$ cat src/hw/rtl/mrft_pkg.sv
// Shared types and constants for the mesh route forwarding table.
// Holds opcodes, result codes, the route entry layout and the command and status structs.
// Depends on nothing; every other file but mrft_ram refers to it by scoped names.
`default_nettype none

package mrft_pkg;

  localparam int ROUTE_ENTRIES_DEF = 16;
  localparam int PEER_SLOTS_DEF    = 8;

  localparam logic [15:0] MIN_HEADER_BYTES = 16'd20;

  typedef enum logic [2:0] {
    OP_OFFER  = 3'd0,
    OP_DELETE = 3'd1,
    OP_HELLO  = 3'd2,
    OP_DOWN   = 3'd3,
    OP_FWD    = 3'd4,
    OP_LOCAL  = 3'd5
  } op_e;

  typedef enum logic [3:0] {
    RC_ADDED    = 4'd0,
    RC_IMPROVED = 4'd1,
    RC_KEPT     = 4'd2,
    RC_FULL     = 4'd3,
    RC_SELF     = 4'd4,
    RC_REMOVED  = 4'd5,
    RC_ABSENT   = 4'd6,
    RC_PEER_SET = 4'd7,
    RC_LOCAL    = 4'd8,
    RC_FORWARD  = 4'd9,
    RC_EXPIRED  = 4'd10,
    RC_NO_ROUTE = 4'd11,
    RC_BAD      = 4'd12
  } rc_e;

  typedef struct packed {
    logic [31:0] dest;
    logic [2:0]  peer;
    logic [7:0]  hops;
  } route_t;

  typedef struct packed {
    logic load;
    logic issue;
    logic finish;
  } mrft_cmd_t;

  typedef struct packed {
    logic need_scan;
    logic out_busy;
  } mrft_sts_t;

endpackage

`default_nettype wire

$ cat src/hw/rtl/mrft_ram.sv
// Generic single write port, single read port RAM with registered read data.
// Used for the route entries and the peer addresses; depends on nothing.
`default_nettype none

module mrft_ram #(
  parameter int WIDTH = 8,
  parameter int DEPTH = 16
) (
  input  wire logic                     clk_i,
  input  wire logic                     we_i,
  input  wire logic [$clog2(DEPTH)-1:0] waddr_i,
  input  wire logic [WIDTH-1:0]         wdata_i,
  input  wire logic [$clog2(DEPTH)-1:0] raddr_i,
  output logic      [WIDTH-1:0]         rdata_o
);

  logic [WIDTH-1:0] mem_q [DEPTH];
  logic [WIDTH-1:0] rdata_q;

  always_ff @(posedge clk_i) begin
    if (we_i) begin
      mem_q[waddr_i] <= wdata_i;
    end
    rdata_q <= mem_q[raddr_i];
  end

  assign rdata_o = rdata_q;

endmodule

`default_nettype wire

$ cat src/hw/rtl/mrft_ctrl.sv
// Controller state machine of the mesh route forwarding table.
// Sequences accept, table scan, drain and finish; depends on mrft_pkg.
`default_nettype none

module mrft_ctrl #(
  parameter int ROUTE_ENTRIES = mrft_pkg::ROUTE_ENTRIES_DEF,
  parameter int PEER_SLOTS    = mrft_pkg::PEER_SLOTS_DEF
) (
  input  wire logic                clk_i,
  input  wire logic                rst_ni,
  input  wire logic                in_valid_i,
  output logic                     in_ready_o,
  input  wire mrft_pkg::mrft_sts_t sts_i,
  output mrft_pkg::mrft_cmd_t      cmd_o,
  output logic [$clog2((ROUTE_ENTRIES > PEER_SLOTS) ? ROUTE_ENTRIES : PEER_SLOTS)-1:0]
                                   scan_idx_o
);

  localparam int N_SCAN = (ROUTE_ENTRIES > PEER_SLOTS) ? ROUTE_ENTRIES : PEER_SLOTS;
  localparam int SW     = $clog2(N_SCAN);

  typedef enum logic [3:0] {
    ST_IDLE   = 4'b0001,
    ST_SCAN   = 4'b0010,
    ST_DRAIN  = 4'b0100,
    ST_FINISH = 4'b1000
  } state_e;

  state_e state_q, state_d;
  logic [SW-1:0] cnt_q, cnt_d;
  logic last_idx;

  assign last_idx = (32'(cnt_q) == N_SCAN - 1);

  always_comb begin
    state_d = state_q;
    cnt_d   = cnt_q;
    cmd_o   = '0;
    case (state_q)
      ST_IDLE: begin
        if (in_valid_i) begin
          cmd_o.load = 1'b1;
          cnt_d      = '0;
          state_d    = sts_i.need_scan ? ST_SCAN : ST_FINISH;
        end
      end
      ST_SCAN: begin
        cmd_o.issue = 1'b1;
        if (last_idx) begin
          state_d = ST_DRAIN;
        end else begin
          cnt_d = cnt_q + SW'(1);
        end
      end
      ST_DRAIN: begin
        state_d = ST_FINISH;
      end
      ST_FINISH: begin
        if (!sts_i.out_busy) begin
          cmd_o.finish = 1'b1;
          state_d      = ST_IDLE;
        end
      end
      default: begin
        state_d = ST_IDLE;
      end
    endcase
  end

  always_ff @(posedge clk_i or negedge rst_ni) begin
    if (!rst_ni) begin
      state_q <= ST_IDLE;
      cnt_q   <= '0;
    end else begin
      state_q <= state_d;
      cnt_q   <= cnt_d;
    end
  end

  assign in_ready_o = (state_q == ST_IDLE);
  assign scan_idx_o = cnt_q;

endmodule

`default_nettype wire

$ cat src/hw/rtl/mrft_datapath.sv
// Datapath of the mesh route forwarding table: item registers, route and peer tables,
// scan records, route count and the output register. Depends on mrft_pkg and mrft_ram.
`default_nettype none

module mrft_datapath #(
  parameter int ROUTE_ENTRIES = mrft_pkg::ROUTE_ENTRIES_DEF,
  parameter int PEER_SLOTS    = mrft_pkg::PEER_SLOTS_DEF
) (
  input  wire logic                clk_i,
  input  wire logic                rst_ni,
  input  wire logic                cfg_we_i,
  input  wire logic [31:0]         cfg_wdata_i,
  input  wire logic [2:0]          opcode_i,
  input  wire logic [31:0]         dest_address_i,
  input  wire logic [2:0]          peer_index_i,
  input  wire logic [7:0]          hop_count_i,
  input  wire logic [7:0]          ttl_i,
  input  wire logic [15:0]         packet_length_i,
  input  wire mrft_pkg::mrft_cmd_t cmd_i,
  input  wire logic [$clog2((ROUTE_ENTRIES > PEER_SLOTS) ? ROUTE_ENTRIES : PEER_SLOTS)-1:0]
                                   scan_idx_i,
  output mrft_pkg::mrft_sts_t      sts_o,
  output logic                     out_valid_o,
  input  wire logic                out_ready_i,
  output logic [3:0]               result_code_o,
  output logic [2:0]               out_peer_o,
  output logic [7:0]               out_ttl_o,
  output logic [4:0]               removed_count_o,
  output logic [4:0]               routes_held_o
);

  localparam int N_SCAN  = (ROUTE_ENTRIES > PEER_SLOTS) ? ROUTE_ENTRIES : PEER_SLOTS;
  localparam int SW      = $clog2(N_SCAN);
  localparam int RW      = $clog2(ROUTE_ENTRIES);
  localparam int PW      = $clog2(PEER_SLOTS);
  localparam int PX_W    = (PW > 3) ? PW : 3;
  localparam int CNT_RAW = $clog2(ROUTE_ENTRIES + 1);
  localparam int CW      = (CNT_RAW > 5) ? CNT_RAW : 5;
  localparam int ROUTE_W = $bits(mrft_pkg::route_t);

  logic [31:0]   my_addr_q;
  logic [2:0]    op_q;
  logic [31:0]   dest_q;
  logic [2:0]    pidx_q;
  logic [7:0]    hops_q;
  logic [7:0]    ttl_q;
  logic [15:0]   len_q;

  logic [ROUTE_ENTRIES-1:0] route_valid_q;
  logic [PEER_SLOTS-1:0]    connected_q;
  logic [CW-1:0]            count_q, count_d;

  logic          s1_v_q;
  logic [SW-1:0] s1_idx_q;

  logic          m_found_q;
  logic [RW-1:0] m_idx_q;
  logic [2:0]    m_peer_q;
  logic [7:0]    m_hops_q;
  logic          f_found_q;
  logic [RW-1:0] f_idx_q;
  logic          p_found_q;
  logic [PW-1:0] p_idx_q;
  logic [CW-1:0] removed_q;

  logic          out_valid_q;
  logic [3:0]    out_rc_q;
  logic [2:0]    out_peer_q;
  logic [7:0]    out_ttl_q;
  logic [4:0]    out_rem_q;
  logic [4:0]    out_cnt_q;

  logic [ROUTE_W-1:0]  route_rdata;
  mrft_pkg::route_t    rd;
  logic [31:0]         peer_rdata;

  logic [PX_W-1:0] pidx_x;
  logic [PX_W-1:0] mpeer_x;
  logic            pok;
  logic            hdr_bad;
  logic            route_ok;

  logic          s1_in_r;
  logic [RW-1:0] ridx;
  logic          r_hit;
  logic          r_free;
  logic          purge;
  logic          s1_in_p;
  logic [PW-1:0] pslot;
  logic          p_hit;

  logic               r_we;
  logic [RW-1:0]      r_waddr;
  mrft_pkg::route_t   r_wdata;
  logic               v_set;
  logic               v_clr;
  logic [RW-1:0]      v_idx;
  logic               cnt_inc;
  logic               cnt_dec;
  logic               p_we;
  logic               conn_set;
  logic               conn_clr;
  logic [3:0]         rc_d;
  logic [2:0]         opeer_d;
  logic [7:0]         ottl_d;
  logic [CW-1:0]      rem_d;

  mrft_ram #(
    .WIDTH(ROUTE_W),
    .DEPTH(ROUTE_ENTRIES)
  ) u_route_ram (
    .clk_i  (clk_i),
    .we_i   (r_we),
    .waddr_i(r_waddr),
    .wdata_i(r_wdata),
    .raddr_i(scan_idx_i[RW-1:0]),
    .rdata_o(route_rdata)
  );

  mrft_ram #(
    .WIDTH(32),
    .DEPTH(PEER_SLOTS)
  ) u_peer_ram (
    .clk_i  (clk_i),
    .we_i   (p_we),
    .waddr_i(pidx_x[PW-1:0]),
    .wdata_i(dest_q),
    .raddr_i(scan_idx_i[PW-1:0]),
    .rdata_o(peer_rdata)
  );

  assign rd      = mrft_pkg::route_t'(route_rdata);
  assign pidx_x  = PX_W'(pidx_q);
  assign mpeer_x = PX_W'(m_peer_q);
  assign pok     = (32'(pidx_q) < PEER_SLOTS);
  assign hdr_bad = (len_q < mrft_pkg::MIN_HEADER_BYTES) || (dest_q == 32'd0);
  assign route_ok = m_found_q && (32'(m_peer_q) < PEER_SLOTS) && connected_q[mpeer_x[PW-1:0]];

  assign s1_in_r = s1_v_q && (32'(s1_idx_q) < ROUTE_ENTRIES);
  assign ridx    = s1_idx_q[RW-1:0];
  assign r_hit   = s1_in_r && route_valid_q[ridx] && (rd.dest == dest_q);
  assign r_free  = s1_in_r && !route_valid_q[ridx];
  assign purge   = s1_in_r && route_valid_q[ridx] && (rd.peer == pidx_q) &&
                   (op_q == mrft_pkg::OP_DOWN) && pok;
  assign s1_in_p = s1_v_q && (32'(s1_idx_q) < PEER_SLOTS);
  assign pslot   = s1_idx_q[PW-1:0];
  assign p_hit   = s1_in_p && connected_q[pslot] && (peer_rdata == dest_q);

  assign sts_o.need_scan = (opcode_i inside {mrft_pkg::OP_OFFER, mrft_pkg::OP_DELETE,
                            mrft_pkg::OP_DOWN, mrft_pkg::OP_FWD, mrft_pkg::OP_LOCAL});
  assign sts_o.out_busy  = out_valid_q && !out_ready_i;

  always_comb begin
    r_we     = 1'b0;
    r_waddr  = m_idx_q;
    r_wdata  = '{dest: dest_q, peer: pidx_q, hops: hops_q};
    v_set    = 1'b0;
    v_clr    = 1'b0;
    v_idx    = m_idx_q;
    cnt_inc  = 1'b0;
    cnt_dec  = 1'b0;
    p_we     = 1'b0;
    conn_set = 1'b0;
    conn_clr = 1'b0;
    rc_d     = mrft_pkg::RC_BAD;
    opeer_d  = 3'd0;
    ottl_d   = 8'd0;
    rem_d    = '0;
    case (op_q)
      mrft_pkg::OP_OFFER: begin
        if (!pok) begin
          rc_d = mrft_pkg::RC_BAD;
        end else if (dest_q == my_addr_q) begin
          rc_d = mrft_pkg::RC_SELF;
        end else if (m_found_q) begin
          if (hops_q < m_hops_q) begin
            r_we = 1'b1;
            rc_d = mrft_pkg::RC_IMPROVED;
          end else begin
            rc_d = mrft_pkg::RC_KEPT;
          end
        end else if (f_found_q) begin
          r_we    = 1'b1;
          r_waddr = f_idx_q;
          v_set   = 1'b1;
          v_idx   = f_idx_q;
          cnt_inc = 1'b1;
          rc_d    = mrft_pkg::RC_ADDED;
        end else begin
          rc_d = mrft_pkg::RC_FULL;
        end
      end
      mrft_pkg::OP_DELETE: begin
        if (m_found_q) begin
          v_clr   = 1'b1;
          cnt_dec = 1'b1;
          rc_d    = mrft_pkg::RC_REMOVED;
        end else begin
          rc_d = mrft_pkg::RC_ABSENT;
        end
      end
      mrft_pkg::OP_HELLO: begin
        if (pok) begin
          p_we     = 1'b1;
          conn_set = 1'b1;
          rc_d     = mrft_pkg::RC_PEER_SET;
        end
      end
      mrft_pkg::OP_DOWN: begin
        if (pok) begin
          conn_clr = 1'b1;
          rem_d    = removed_q;
          rc_d     = mrft_pkg::RC_REMOVED;
        end
      end
      mrft_pkg::OP_FWD: begin
        if (hdr_bad) begin
          rc_d = mrft_pkg::RC_BAD;
        end else if (dest_q == my_addr_q) begin
          rc_d = mrft_pkg::RC_LOCAL;
        end else if (ttl_q <= 8'd1) begin
          rc_d = mrft_pkg::RC_EXPIRED;
        end else if (route_ok) begin
          rc_d    = mrft_pkg::RC_FORWARD;
          opeer_d = m_peer_q;
          ottl_d  = ttl_q - 8'd1;
        end else begin
          rc_d = mrft_pkg::RC_NO_ROUTE;
        end
      end
      mrft_pkg::OP_LOCAL: begin
        if (hdr_bad) begin
          rc_d = mrft_pkg::RC_BAD;
        end else if (p_found_q) begin
          rc_d    = mrft_pkg::RC_FORWARD;
          opeer_d = 3'(p_idx_q);
          ottl_d  = ttl_q;
        end else if (route_ok) begin
          rc_d    = mrft_pkg::RC_FORWARD;
          opeer_d = m_peer_q;
          ottl_d  = ttl_q;
        end else begin
          rc_d = mrft_pkg::RC_NO_ROUTE;
        end
      end
      default: begin
        rc_d = mrft_pkg::RC_BAD;
      end
    endcase
    if (!cmd_i.finish) begin
      r_we     = 1'b0;
      v_set    = 1'b0;
      v_clr    = 1'b0;
      cnt_inc  = 1'b0;
      cnt_dec  = 1'b0;
      p_we     = 1'b0;
      conn_set = 1'b0;
      conn_clr = 1'b0;
    end
  end

  always_comb begin
    count_d = count_q;
    if (purge || cnt_dec) begin
      count_d = count_q - CW'(1);
    end else if (cnt_inc) begin
      count_d = count_q + CW'(1);
    end
  end

  always_ff @(posedge clk_i or negedge rst_ni) begin
    if (!rst_ni) begin
      my_addr_q     <= '0;
      route_valid_q <= '0;
      connected_q   <= '0;
      count_q       <= '0;
      s1_v_q        <= 1'b0;
      m_found_q     <= 1'b0;
      f_found_q     <= 1'b0;
      p_found_q     <= 1'b0;
      removed_q     <= '0;
      out_valid_q   <= 1'b0;
    end else begin
      if (cfg_we_i) begin
        my_addr_q <= cfg_wdata_i;
      end
      count_q <= count_d;
      s1_v_q  <= cmd_i.issue;
      if (purge) begin
        route_valid_q[ridx] <= 1'b0;
      end
      if (v_set) begin
        route_valid_q[v_idx] <= 1'b1;
      end
      if (v_clr) begin
        route_valid_q[v_idx] <= 1'b0;
      end
      if (conn_set) begin
        connected_q[pidx_x[PW-1:0]] <= 1'b1;
      end
      if (conn_clr) begin
        connected_q[pidx_x[PW-1:0]] <= 1'b0;
      end
      if (cmd_i.load) begin
        m_found_q <= 1'b0;
        f_found_q <= 1'b0;
        p_found_q <= 1'b0;
        removed_q <= '0;
      end else begin
        if (r_hit && !m_found_q) begin
          m_found_q <= 1'b1;
        end
        if (r_free && !f_found_q) begin
          f_found_q <= 1'b1;
        end
        if (p_hit && !p_found_q) begin
          p_found_q <= 1'b1;
        end
        if (purge) begin
          removed_q <= removed_q + CW'(1);
        end
      end
      if (cmd_i.finish) begin
        out_valid_q <= 1'b1;
      end else if (out_ready_i) begin
        out_valid_q <= 1'b0;
      end
    end
  end

  always_ff @(posedge clk_i) begin
    s1_idx_q <= scan_idx_i;
    if (cmd_i.load) begin
      op_q   <= opcode_i;
      dest_q <= dest_address_i;
      pidx_q <= peer_index_i;
      hops_q <= hop_count_i;
      ttl_q  <= ttl_i;
      len_q  <= packet_length_i;
    end
    if (r_hit && !m_found_q) begin
      m_idx_q  <= ridx;
      m_peer_q <= rd.peer;
      m_hops_q <= rd.hops;
    end
    if (r_free && !f_found_q) begin
      f_idx_q <= ridx;
    end
    if (p_hit && !p_found_q) begin
      p_idx_q <= pslot;
    end
    if (cmd_i.finish) begin
      out_rc_q   <= rc_d;
      out_peer_q <= opeer_d;
      out_ttl_q  <= ottl_d;
      out_rem_q  <= rem_d[4:0];
      out_cnt_q  <= count_d[4:0];
    end
  end

  assign out_valid_o     = out_valid_q;
  assign result_code_o   = out_rc_q;
  assign out_peer_o      = out_peer_q;
  assign out_ttl_o       = out_ttl_q;
  assign removed_count_o = out_rem_q;
  assign routes_held_o   = out_cnt_q;

endmodule

`default_nettype wire

$ cat src/hw/rtl/mesh_route_forwarding_table.sv
// Top level of the mesh route forwarding table: controller, datapath and tables.
// Depends on mrft_pkg, mrft_ctrl, mrft_datapath and mrft_ram.
//
// Usage: the input channel carries one command per transfer (offer, delete, hello,
// peer down, forward or local send) on in_valid_i / in_ready_o. Each command produces
// exactly one result transfer on out_valid_o / out_ready_i. The own address must be
// written through cfg_we_i / cfg_wdata_i while the block is idle; it is not enforced.
// Throughput: one command is worked on at a time. A hello or an unknown opcode skips the
// scan and goes from the idle state straight to the finish state. Every other command
// walks the route RAM and the peer RAM through their single read ports, one entry per
// cycle, over max(ROUTE_ENTRIES, PEER_SLOTS) entries, then drains and finishes.
// Reset clears the route valid bits, the peer connected flags, the route count and the
// own address at once; no clearing pass is needed and a command is taken right away.
// When the receiver stalls, the result waits in the output register and the next command
// is still taken and worked on; it holds before its result until the register is free.
`default_nettype none

module mesh_route_forwarding_table #(
  parameter int ROUTE_ENTRIES = mrft_pkg::ROUTE_ENTRIES_DEF,
  parameter int PEER_SLOTS    = mrft_pkg::PEER_SLOTS_DEF
) (
  input  wire logic        clk_i,
  input  wire logic        rst_ni,
  input  wire logic        cfg_we_i,
  input  wire logic [31:0] cfg_wdata_i,
  input  wire logic        in_valid_i,
  output logic             in_ready_o,
  input  wire logic [2:0]  opcode_i,
  input  wire logic [31:0] dest_address_i,
  input  wire logic [2:0]  peer_index_i,
  input  wire logic [7:0]  hop_count_i,
  input  wire logic [7:0]  ttl_i,
  input  wire logic [15:0] packet_length_i,
  output logic             out_valid_o,
  input  wire logic        out_ready_i,
  output logic [3:0]       result_code_o,
  output logic [2:0]       out_peer_o,
  output logic [7:0]       out_ttl_o,
  output logic [4:0]       removed_count_o,
  output logic [4:0]       routes_held_o
);

  localparam int N_SCAN = (ROUTE_ENTRIES > PEER_SLOTS) ? ROUTE_ENTRIES : PEER_SLOTS;
  localparam int SW     = $clog2(N_SCAN);

  mrft_pkg::mrft_cmd_t cmd;
  mrft_pkg::mrft_sts_t sts;
  logic [SW-1:0]       scan_idx;

  mrft_ctrl #(
    .ROUTE_ENTRIES(ROUTE_ENTRIES),
    .PEER_SLOTS   (PEER_SLOTS)
  ) u_ctrl (
    .clk_i     (clk_i),
    .rst_ni    (rst_ni),
    .in_valid_i(in_valid_i),
    .in_ready_o(in_ready_o),
    .sts_i     (sts),
    .cmd_o     (cmd),
    .scan_idx_o(scan_idx)
  );

  mrft_datapath #(
    .ROUTE_ENTRIES(ROUTE_ENTRIES),
    .PEER_SLOTS   (PEER_SLOTS)
  ) u_datapath (
    .clk_i          (clk_i),
    .rst_ni         (rst_ni),
    .cfg_we_i       (cfg_we_i),
    .cfg_wdata_i    (cfg_wdata_i),
    .opcode_i       (opcode_i),
    .dest_address_i (dest_address_i),
    .peer_index_i   (peer_index_i),
    .hop_count_i    (hop_count_i),
    .ttl_i          (ttl_i),
    .packet_length_i(packet_length_i),
    .cmd_i          (cmd),
    .scan_idx_i     (scan_idx),
    .sts_o          (sts),
    .out_valid_o    (out_valid_o),
    .out_ready_i    (out_ready_i),
    .result_code_o  (result_code_o),
    .out_peer_o     (out_peer_o),
    .out_ttl_o      (out_ttl_o),
    .removed_count_o(removed_count_o),
    .routes_held_o  (routes_held_o)
  );

endmodule

`default_nettype wire

$ cat config.mk
export PLATFORM = sky130hd
export DESIGN_NAME = mesh_route_forwarding_table
export DESIGN_NICKNAME = d
export VERILOG_FILES = /design/src/hw/rtl/mrft_pkg.sv /design/src/hw/rtl/mrft_ram.sv /design/src/hw/rtl/mrft_ctrl.sv /design/src/hw/rtl/mrft_datapath.sv /design/src/hw/rtl/mesh_route_forwarding_table.sv
export SDC_FILE = /design/constraint.sdc
export NUM_CORES = 1
export LEC_CHECK = 0
export ABC_AREA = 1
export BUFFER_PORTS_ARGS = -buffer_cell sky130_fd_sc_hd__buf_2
export CAP_MARGIN = 0
export CORE_MARGIN = 2
export CORE_UTILIZATION = 60
export CTS_BUF_LIST = sky130_fd_sc_hd__clkbuf_8
export DETAILED_ROUTE_END_ITERATION = 10
export GPL_ROUTABILITY_DRIVEN = 0
export PLACE_DENSITY = 0.77
export SETUP_SLACK_MARGIN = 0.02
export SLEW_MARGIN = 40
export SYNTH_ARGS = -nofsm -noshare
export SYNTH_HDL_FRONTEND = slang
export SYNTH_HIERARCHICAL = 1
export SYNTH_SLANG_ARGS = --single-unit
$ cat constraint.sdc
create_clock -name clk_i -period 16.1 [get_ports clk_i]
set_clock_uncertainty 0.1 [all_clocks]
set_input_delay 3.22 -clock clk_i [delete_from_list [all_inputs] [get_ports clk_i]]
set_output_delay 3.22 -clock clk_i [all_outputs]
set_load 0.05 [all_outputs]
Word-level counts from Yosys, hierarchy flattened
Memories as Yosys holds them, arrays and structs flattened. A register that Yosys moved wholly into a read port is not among the register bits.
Index checks and enable logic that the tools add are counted.

storage, ports and cells
  flip-flop bits (word level) = 200
  bits in writable memories = 944
  input port bits = 107
  output and inout port bits = 27
  logic and storage cells = 207
  memories = 2

cells by class
  add/sub/neg operators = 5
  magnitude comparators = 12
  eq/ne operators = 22
  muxes and demuxes = 94
  bitwise operators = 8
  reduce and logical (&&, ||, !) cells = 35

memory list
  memory                        words  width  read ports  clocked after Yosys merged registers in  wr ports  line            RTL
  u_datapath.u_route_ram.mem_q  16     43     1           1                                        1         mrft_ram.sv:17  logic [WIDTH-1:0] mem_q [DEPTH];
  u_datapath.u_peer_ram.mem_q   8      32     1           1                                        1         mrft_ram.sv:17

operator list
  operator                                                               number
  32-bit == test                                                         3
  8-bit 2-to-1 mux                                                       9
  4-bit 2-to-1 mux                                                       17
  16-bit 2-to-1 mux                                                      3
  1-bit 2-to-1 mux                                                       40
  16-bit AND                                                             2
  32-bit zero test                                                       1
  16-bit inverter                                                        2
  4-bit one-hot mux with 6 select lines                                  1
  5-bit 2-to-1 mux                                                       4
  3-bit 2-to-1 mux                                                       6
  1-bit logical AND                                                      16
  16-bit by 5-bit < comparator with 1-bit output, second input constant  1
  16-bit bitwise OR                                                      1
  4-bit one-hot mux with 4 select lines                                  1
  8-bit one-hot mux with 2 select lines                                  1
  3-bit == test, second input constant                                   4
  3-bit by 4-bit < comparator with 1-bit output, second input constant   3
  2-bit nonzero test                                                     6
  5-bit by 1-bit adder with 5-bit output, second input constant          2
  4-bit by 5-bit < comparator with 1-bit output, second input constant   2
  3-bit by 2-bit == test with 1-bit output, second input constant        3
  8-bit AND                                                              1
  1-bit demux with 4-bit select                                          2
  29 further kinds                                                       45

Depth between registers and ports, before layout
  word-level depth = 12
  depth in mapped cells = 17
  gate-level depth less buffers = 16

Cells and area by module
The synthesis kept the hierarchy.

by module, submodules not included
  module                             times used  cells an instance  area an instance (um2)  sequential area each (um2)
  mrft_ram (u_datapath.u_route_ram)  1           2838               30265.3                 21520.6
  mrft_ram (u_datapath.u_peer_ram)   1           1156               11872.6                 8328.0
  mrft_datapath                      1           930                9616.7                  5310.1
  mrft_ctrl                          1           67                 490.5                   201.4

Worst setup path after synthesis
Ideal clock, no wire load.

  path type = input port to flip-flop
  from = input port out_ready_i
  to = memory u_datapath/u_route_ram/mem_q[12][0] (netlist name), enable pin
  setup time = 444 ps
  arrival = 7186 ps
  data required time = 15556 ps
  path slack = 8370 ps
  stages = 6
  path buffers = 0
  cells stage by stage = nor2_1 > nor2_1 > inv_1 > nor3_1 > nand3_1 > nor2_1

RTL lines
  element          line                               RTL
  start, declared  mesh_route_forwarding_table.sv:35  input wire logic out_ready_i,
  end, declared    mrft_ram.sv:17

==> run_results.csv <==
group,metric,value,unit
cells_and_area,mostFrequentLayoutCells,"nand2_1 (1511), edfxtp_1 (1059), inv_1 (955)",
floorplanning,start_util,60.4,%
hold_path,hp-class,"reg2reg",
setup_path,end_kind,"register",
setup_path,crit_fanout,28,
placement,post-dp-hpwl,65800,um
synthesis,ys_types,57,
clocking,htree_num_levels,4,
synthesis,ys_seq_area_share,67.7,%
sta,worstMarginPinSlew,880,ps
sta,rsz0062_at_grt,"no",
drt,wire_per_inst,18.8,um
setup_path,crit_required,16490,ps
drt,via_per_inst,5.43,
global_routing,grt_pass1_vias,34800,
hold_path,min_from,"u_datapath/u_route_ram/rdata_o[5]",
power,ir_worst_vdd,0.0980,mV
setup_path,reg2reg_to,"u_datapath/u_route_ram/mem_q[5][29]",
placement,port_buffers,131,
setup_path,cp_data_arrival_time,6480,ps
clocking,cts_buffer_depth,3,
drt,postRouteAntennaNets,0,
floorplanning,ios,134,
setup_path,critPathSlowestCell,"nor2_4",
sta,tns,0,ps
clocking,cts_post_setup_buffers_inserted,0,
synthesis,syn_inst,4991,
cells_and_area,final_common_cell,"nand2_1",
synthesis,synth_area,52200,um2
power,p_leak,24.8,nW
synthesis,syn_nets,5111,
setup_path,worst-setup-path-type,"in2reg",
clocking,clk_pin_slew,60,ps
cells_and_area,multiInputGateArea,12600,um2
sta,max_freq,164,MHz
floorplanning,core_area,86500,um2
drt,first_pass_iters,5,
clocking,cts_sinks,1217,
drt,drtIter0Drc,3806,
sta,fin_crit_sh,37.9,%
hold_path,min_to,"u_datapath/m_hops_q[5]",
hold_path,holdPathStages,0,
global_routing,grt_max_degree,172,
setup_path,crit_family,"simple AND/OR/NAND/NOR gates",
sta,finalHoldViolCount,0,
cells_and_area,final_net_count,5310,
setup_path,crit_buf_inv,4,
setup_path,r2r_slack,11370,ps
global_routing,grt_pass1_wl,187000,um
cells_and_area,regArea,35400,um2
setup_path,r2r_cells,14,
clocking,cts_resized,0,
setup_path,timing.rr.start,"u_datapath/dest_q[15]",
cells_and_area,num-fill-cells,6253,
floorplanning,die_h,299,um
sta,setup_violations,0,
synthesis,syn_avg_cell_area,10.5,um2
clocking,cts_tree,"done",
drt,num_vias,35400,
setup_path,start_kind,"input pin",
setup_path,worstPathCellList,"buf_2 > nor2_1 > nor2_2 > buf_4 > inv_1 > nor3_1 > nand3b_1 > nor2_4 > buf_4",
cells_and_area,syn2layout_area_growth,10.7,%
synthesis,yosys_warnings,6,
drt,finalWirelength,122000,um
global_routing,antenna_found_initial,1,
sta,drv_slew,0,
clocking,cts-buffers-inserted,184,
sta,period_minus_slack,6100,ps
sta,whs,304,ps
power,p_per_area,130,nW/um2
global_routing,gr-total-overflow,0,
synthesis,ys_ff_latch,1217,
clocking,cts_root_buffer,"clkbuf_8",
setup_path,worst_path_most_repeated_cell,"buf_4",
cells_and_area,layout-drive-gt1-share,11.0,%
outcome,status,"complete, no violations",
global_routing,grt_usage,27.3,%
sta,relSlewSlack,41.3,%
setup_path,slowest_delay,740,ps
floorplanning,die_area,89500,um2
job,max_cap_violations,0,
drt,drc,0,
clocking,clock_latency,870,ps
floorplanning,rows,108,
floorplanning,die_w,299,um
clocking,hold_buffers,0,
==> cell usage after synthesis (all sizes together) <==
library cell / n / area (um2)
nand4: 21 / 243
clkinv: 2 / 8.75
nand3b: 3 / 22.5
edfxtp: 1059 / 31800
inv: 897 / 3370
buf: 164 / 960
dfxtp: 79 / 1580
xor2: 37 / 324
mux2: 21 / 236
a21oi: 44 / 220
a221oi: 1 / 8.76
a21o: 1 / 7.51
o32ai: 4 / 35.0
o2111ai: 4 / 35.0
o21ai: 50 / 254
nand2: 1527 / 5820
o21bai: 1 / 7.51
nor4: 16 / 106
nor3: 20 / 105
xnor2: 42 / 368
clkbuf: 39 / 146
dfrtp: 78 / 1950
a22o: 2 / 17.5
nor3b: 2 / 15.0
o31ai: 4 / 30.0
a31oi: 2 / 12.5
a22oi: 8 / 60.1
ha: 13 / 163
or2: 7 / 43.8
dfstp: 1 / 26.3
o221ai: 2 / 17.5
o21a: 1 / 8.76
or3b: 1 / 8.76
a211oi: 3 / 22.5
o22ai: 4 / 25.0
o211ai: 3 / 22.5
nand3: 710 / 3580
nor2: 118 / 586
==> worst register-to-register path: stages, from the launching register on <==
cell      delay, ps
edfxtp_1        320
buf_4           290
inv_1           120
nand2_1          80
nand4_1         230
nor2_1          260
nand2_1          90
nor2_2          200
nand2_2         380
nand3_4         290
nand2_1         120
nand2_4         160
nand3b_1        330
nor2_4          750
buf_4           610
==> registers in the layout, indices dropped and copies added, names as in the netlist, 4 cells and up <==
signal,flops
u_datapath/removed_q,5
u_datapath/connected_q,8
u_datapath/route_valid_q,16
u_datapath/ridx,4
u_datapath/m_idx_q,4
u_datapath/my_addr_q,32
u_datapath/result_code_o,4
u_datapath/len_q,14
u_datapath/out_ttl_o,8
u_datapath/m_hops_q,8
u_datapath/u_peer_ram/mem_q,256
u_datapath/removed_count_o,5
u_datapath/routes_held_o,5
u_datapath/dest_q,32
u_datapath/ttl_q,8
u_ctrl/state_q,4
u_datapath/f_idx_q,4
u_datapath/count_q,5
u_ctrl/scan_idx_o,4
u_datapath/hops_q,8
u_datapath/u_route_ram/rdata_o,43
u_datapath/u_peer_ram/rdata_o,32
u_datapath/u_route_ram/mem_q,688
==> per-stage QoR <==
step                instances  util (%)  worst slack (ps)  power [W]  area [um2]
floorplan                4991         -              8370    0.00478       52200
global placement         6150      62.5              9170    0.00511       54100
detailed placement       6159      62.8              9160    0.00517       54300
CTS                      6505      66.8             10060    0.00753       57800
global route             6507      66.9              9860    0.00783       57800
finish                   6509      66.9             10000    0.00751       57800
==> power breakdown <==
| part | internal, W | leakage (nW) | total [W] | switching [W] |
|---|---|---|---|---|
| Sequential | 0.00370 | 11.1 | 0.00381 | 0.000109 |
| Clock | 0.00119 | 2.08 | 0.00239 | 0.00119 |
| Combinational | 0.000364 | 11.6 | 0.00131 | 0.000948 |
==> worst max-delay path by stage <==
stage,from,endpoint,slack [ps],cells after the start
after floorplan,out_ready_i,u_datapath/u_route_ram/mem_q[12][0],8370,6
after global placement,out_ready_i,u_datapath/u_peer_ram/mem_q[4][25],9170,8
after detailed placement,out_ready_i,u_datapath/u_route_ram/mem_q[5][40],9160,9
after CTS,out_ready_i,u_datapath/u_route_ram/mem_q[6][40],10060,9
after global routing,out_ready_i,u_datapath/u_route_ram/mem_q[6][40],9860,9
final,out_ready_i,u_datapath/u_route_ram/mem_q[5][29],10000,9
==> kinds of logic after synthesis <==
logic type,after synthesis,synth area share [%]
multiplexers,21,0.453
flip-flops,1217,67.7
AO/OA/AOI/OAI,134,1.50
adder cells (fa/ha/maj),13,0.311
AND/OR/NAND/NOR,2425,20.2
XOR/XNOR,79,1.32
buffers and inverters,1102,8.58
==> cell type report <==
class	instances	area share [%]
clock inverter	142	1.21
clock buffer	204	4.85
sequential	1217	61.2
inverter	899	5.88
antenna	4	0.0173
timing repair buffer	216	2.54
tap	1155	2.50
multi-input combinational	2672	21.8
==> routing by layer <==
layer	up-vias	track usage [%]	wire length, um
met1	16900	34.9	47400
met4	0	11.2	4100
met2	1622	46.5	60500
met5	-	0	0
li1	16600	-	-
met3	292	4.65	10200
Note: power is estimated with default switching activity, not from simulation.
